## config.mk

```make
export PLATFORM = sky130hd
export DESIGN_NAME = lpmt_ctrl
export DESIGN_NICKNAME = d
export VERILOG_FILES = /design/src/hw/rtl/longest_prefix_match_table_top_macros.svh /design/src/hw/rtl/lpmt_pkg.sv /design/src/hw/rtl/lpmt_ctrl.sv
export SDC_FILE = /design/constraint.sdc
export NUM_CORES = 1
export LEC_CHECK = 0
export BUFFER_PORTS_ARGS = -buffer_cell sky130_fd_sc_hd__buf_2
export CAP_MARGIN = 20
export CORE_AREA = 8 8 45 47
export DETAILED_ROUTE_END_ITERATION = 10
export DIE_AREA = 0 0 53 55
export PLACE_DENSITY = 0.3
export SLEW_MARGIN = 20
export SYNTH_ARGS = -nofsm -noshare
export SYNTH_HDL_FRONTEND = slang
export SYNTH_SLANG_ARGS = --single-unit
```

## constraint.sdc

```tcl
create_clock -name i_clk -period 1.15 [get_ports i_clk]
set_input_delay 0.345 -clock i_clk [delete_from_list [all_inputs] [get_ports i_clk]]
set_output_delay 0.345 -clock i_clk [all_outputs]
set_load 0.02 [all_outputs]
```

## src/hw/rtl/longest_prefix_match_table_top_macros.svh

```systemverilog
// assertion helpers for the route table, sampled on i_clk, off while in reset
`ifndef LONGEST_PREFIX_MATCH_TABLE_TOP_MACROS_SVH
`define LONGEST_PREFIX_MATCH_TABLE_TOP_MACROS_SVH

// consequence holds in the same cycle as the condition
`define LPMT_ASSERT_SAME(label, ante, cons, msg) \
    label: assert property (@(posedge i_clk) disable iff (!i_rst_n) (ante) |-> (cons)) \
        else $error(msg);

// consequence holds in the cycle after the condition
`define LPMT_ASSERT_NEXT(label, ante, cons, msg) \
    label: assert property (@(posedge i_clk) disable iff (!i_rst_n) (ante) |=> (cons)) \
        else $error(msg);

`endif

```

## src/hw/rtl/lpmt_pkg.sv

```systemverilog
package lpmt_pkg;

    // fixed field widths
    localparam int LPMT_ADDR_W        = 32;
    localparam int LPMT_IFC_W         = 8;
    localparam int LPMT_LEN_W         = 6;
    localparam int LPMT_ROUTE_ENTRIES = 64;

    // action codes
    localparam logic ACT_INSERT = 1'b0;
    localparam logic ACT_LOOKUP = 1'b1;

    typedef logic [LPMT_LEN_W-1:0] t_len;

    // one command transfer
    typedef struct packed {
        logic                   action;
        logic [LPMT_ADDR_W-1:0] address;
        logic [LPMT_ADDR_W-1:0] mask;
        logic [LPMT_ADDR_W-1:0] next_hop_in;
        logic [LPMT_IFC_W-1:0]  interface_in;
    } t_in_item;

    // one result transfer
    typedef struct packed {
        logic                   found;
        logic [LPMT_IFC_W-1:0]  interface_out;
        logic [LPMT_ADDR_W-1:0] next_hop_out;
        logic                   table_full;
    } t_out_item;

    // controller to datapath
    typedef struct packed {
        logic load;
        logic scan;
        logic finish;
    } t_ctl_cmd;

    // datapath to controller
    typedef struct packed {
        logic scan_done;
    } t_ctl_status;

    // number of one bits in a mask, summed per byte then across bytes
    function automatic t_len ones_count(input logic [LPMT_ADDR_W-1:0] v);
        logic [3:0] part [4];
        t_len       total;
        total = '0;
        for (int b = 0; b < 4; b++) begin
            part[b] = '0;
            for (int k = 0; k < 8; k++) begin
                part[b] = part[b] + 4'(v[8*b+k]);
            end
        end
        for (int b = 0; b < 4; b++) begin
            total = total + t_len'(part[b]);
        end
        return total;
    endfunction

    // mask with the top len bits set
    function automatic logic [LPMT_ADDR_W-1:0] lead_mask(input t_len len);
        logic [LPMT_ADDR_W-1:0] m;
        if (len >= t_len'(LPMT_ADDR_W)) begin
            m = '1;
        end else begin
            m = ~({LPMT_ADDR_W{1'b1}} >> len);
        end
        return m;
    endfunction

endpackage

```

## src/hw/rtl/lpmt_ctrl.sv

```systemverilog
module lpmt_ctrl
    import lpmt_pkg::*;
(
    input  logic        i_clk,
    input  logic        i_rst_n,
    input  logic        start,
    input  t_ctl_status i_status,
    output t_ctl_cmd    o_ctl,
    output logic        busy,
    output logic        o_done
);

    typedef enum logic [1:0] {
        ST_IDLE,
        ST_SCAN,
        ST_FINISH
    } t_state;

    t_state r_state;
    logic   r_done;

    // commands follow the state
    assign o_ctl.load   = start && (r_state == ST_IDLE);
    assign o_ctl.scan   = (r_state == ST_SCAN);
    assign o_ctl.finish = (r_state == ST_FINISH);
    assign busy         = (r_state != ST_IDLE);
    assign o_done       = r_done;

    // state and result strobe
    always_ff @(posedge i_clk) begin
        if (!i_rst_n) begin
            r_state <= ST_IDLE;
            r_done  <= 1'b0;
        end else begin
            r_done <= 1'b0;
            unique case (r_state)
                ST_IDLE: begin
                    if (start) begin
                        r_state <= ST_SCAN;
                    end
                end
                ST_SCAN: begin
                    if (i_status.scan_done) begin
                        r_state <= ST_FINISH;
                    end
                end
                ST_FINISH: begin
                    r_state <= ST_IDLE;
                    r_done  <= 1'b1;
                end
                default: begin
                    r_state <= ST_IDLE;
                end
            endcase
        end
    end

endmodule

```

==> impl_metrics.csv <==
group,metric,value,unit
run,max_cap_viol_count,0,
cells_and_area,multi_input_area,80.1,sq um
floorplan,rows,14,
setup_path,worstPathRequired,0.81,ns
sta,fmax,755,MHz
grt,grt_pass1_wl,469,um
synthesis,ys_seq_area_share,45.7,%
clock_network,clk_latency,0.23,ns
setup_path,crit_start,"r_state[1]",
placed_design,place_congestion,0.637,
clock_network,cts_tree,"yes",
sta,fin_tns_setup,-0.592,ns
synthesis,synth_cells,15,
setup_path,worstPathMaxFanout,4,
setup_path,worstPathArrival,0.98,ns
pwr,powerDensity,1390,nW/um^2
run_status,violations,"negative setup slack",
setup_path,critical_path_class,"reg2out",
clock_network,cts_max_level,1,
sta,finalCriticalPeriod,1.32,ns
routing,ant_nets,0,
min_path,min-delay-path-class,"in2reg",
sta,min_period_over_period,115,%
routing,drt-pass1-iter-count,4,
routing,post-route-drc-count,0,
setup_path,crit_path_end_kind,"output port",
sta,worst_slack,-0.175,ns
clock_network,ctsRootBufferMaster,"clkbuf_4",
sta,worst_pin_slew,0.120,ns
routing,via_per_inst,3.04,
placed_design,detailed_place_hpwl,281,um
floorplan,die_y,55,um
sta,rsz0062_at_grt,"yes",
cells_and_area,diodes,0,
synthesis,synth_cell_types,11,
routing,wirelength,376,um
floorplan,io_pins,9,
sta,finalHoldViolCount,0,
grt,grt_pass1_vias,118,
cells_and_area,fillers,157,
floorplan,dieArea,2920,sq um
grt,grt_max_degree,6,
sta,slew_headroom,91.9,%
cells_and_area,regArea,61.3,sq um
sta,hold_ws,0.339,ns
floorplan,die_w,53,um
cells_and_area,drive_gt1_share,62.1,%
sta,finalClockSkew,0.00215,ns
min_path,min_from,"i_rst_n",
sta,setup_viol,4,
synthesis,postSynthAreaPerCell,8.76,sq um
routing,drtIter0Drc,1,
placed_design,pre_cts_ws,0.0244,ns
run_status,outcome,"complete, but fails checks",
setup_path,regToRegSetupSlack,0.38,ns
synthesis,ys_warn_count,0,
pwr,leakage,0.128,nW
cells_and_area,area_growth,102,%
placed_design,portBuffers,8,
clock_network,cts_sinks,3,
floorplan,fp.coreArea,1380,sq um
sta,finalMaxSlewViolations,0,
clock_network,cts_buffers,3,
cells_and_area,layout.cells.non_filler,45,
cells_and_area,final_cell_mix,"5 x buf_2, 3 x nand2b_1, 3 x clkbuf_4, 3 x buf_6",
routing,via_count,137,
pwr,ir_worst_vdd,0.773,mV
clock_network,cts_buffer_depth,2,
placed_design,dp_cells,40,
grt,antenna_found_initial,0,
setup_path,start_kind,"register",
synthesis,ys_ff_latch,3,
routing,wire_per_inst,8.36,um
synthesis,syn_nets,19,
grt,grt_usage,2.51,%
setup_path,reg2reg_from,"r_state[0]",
cells_and_area,utilization,19.2,%
floorplan,start_util,9.49,%
synthesis,synth_area,131,sq um
clock_network,path_clk_slew,0.03,ns
cells_and_area,layout_commonest_cell,"buf_2",
grt,grt_overflow,0,
cells_and_area,nets,34,
metal layers:
metal	global-route usage [%]	routed length (um)	part of all wire, %
met4	0	0	0
met3	4.81	66	18
met1	3.03	223	59
met2	1.56	86	23
met5	0	0	0
cell usage after synthesis (all sizes together):
cell / n / area [sq um]
a21oi: 1 / 5.00
and2: 1 / 6.26
dfxtp: 3 / 60.1
inv: 1 / 3.75
nand2: 1 / 3.75
nand2b: 3 / 18.8
nor2: 2 / 10.0
nor2b: 2 / 15.0
or2: 1 / 8.76
final timing paths:
kind,end,cells after the start
worst min register to register,r_state[0],2
worst max-delay path,o_ctl[2],3
worst min-delay path,o_done,2
worst max register to register,o_done,3
state kept, by name, summed over array words and instances (netlist names):
name	flops
r_state	2
o_done	1
worst max-delay path, cell delays in order, from the launching register on:
cell and delay, ns:
dfxtp_2 0.32, or2_4 0.24, nor2_4 0.08, buf_6 0.11
cell families after synthesis:
family,after synthesis,synth area share (%)
and+or+nand+nor,10,47.6
buffers and inverters,1,2.85
AOI/OAI and AO/OA,1,3.81
DFF,3,45.7
repair_timing:
action,in CTS,in global routing
setup buffers,0,1
setup endpoints to repair,4,4
resized for setup,6,3
endpoints found under the hold margin,0,0
hold buffers,0,0
stage by stage:
stage,instance area (sq um),power (W)
global route,265,0.000392
CTS,246,0.000370
global placement,204,0.000173
detailed placement,204,0.000174
floorplan,136,0.000151
finish,265,0.000368
area by class of cell:
type | instances | area share, %
clock buffers | 4 | 9.91
inverters | 1 | 1.42
multi-input cells | 11 | 30.2
flip-flops and latches | 3 | 23.1
well taps | 16 | 7.55
repair buffers | 10 | 27.8
power by group:
part / leakage, nW / internal (W) / switching [W] / total (W)
Clock: 0.0150 / 0.000130 / 0.0000511 / 0.000181
Combinational: 0.0882 / 0.0000391 / 0.0000357 / 0.0000748
Sequential: 0.0250 / 0.000109 / 0.00000243 / 0.000112
Total: 0.128 / 0.000278 / 0.0000892 / 0.000368
No activity file was read; power rests on OpenSTA's default activity.
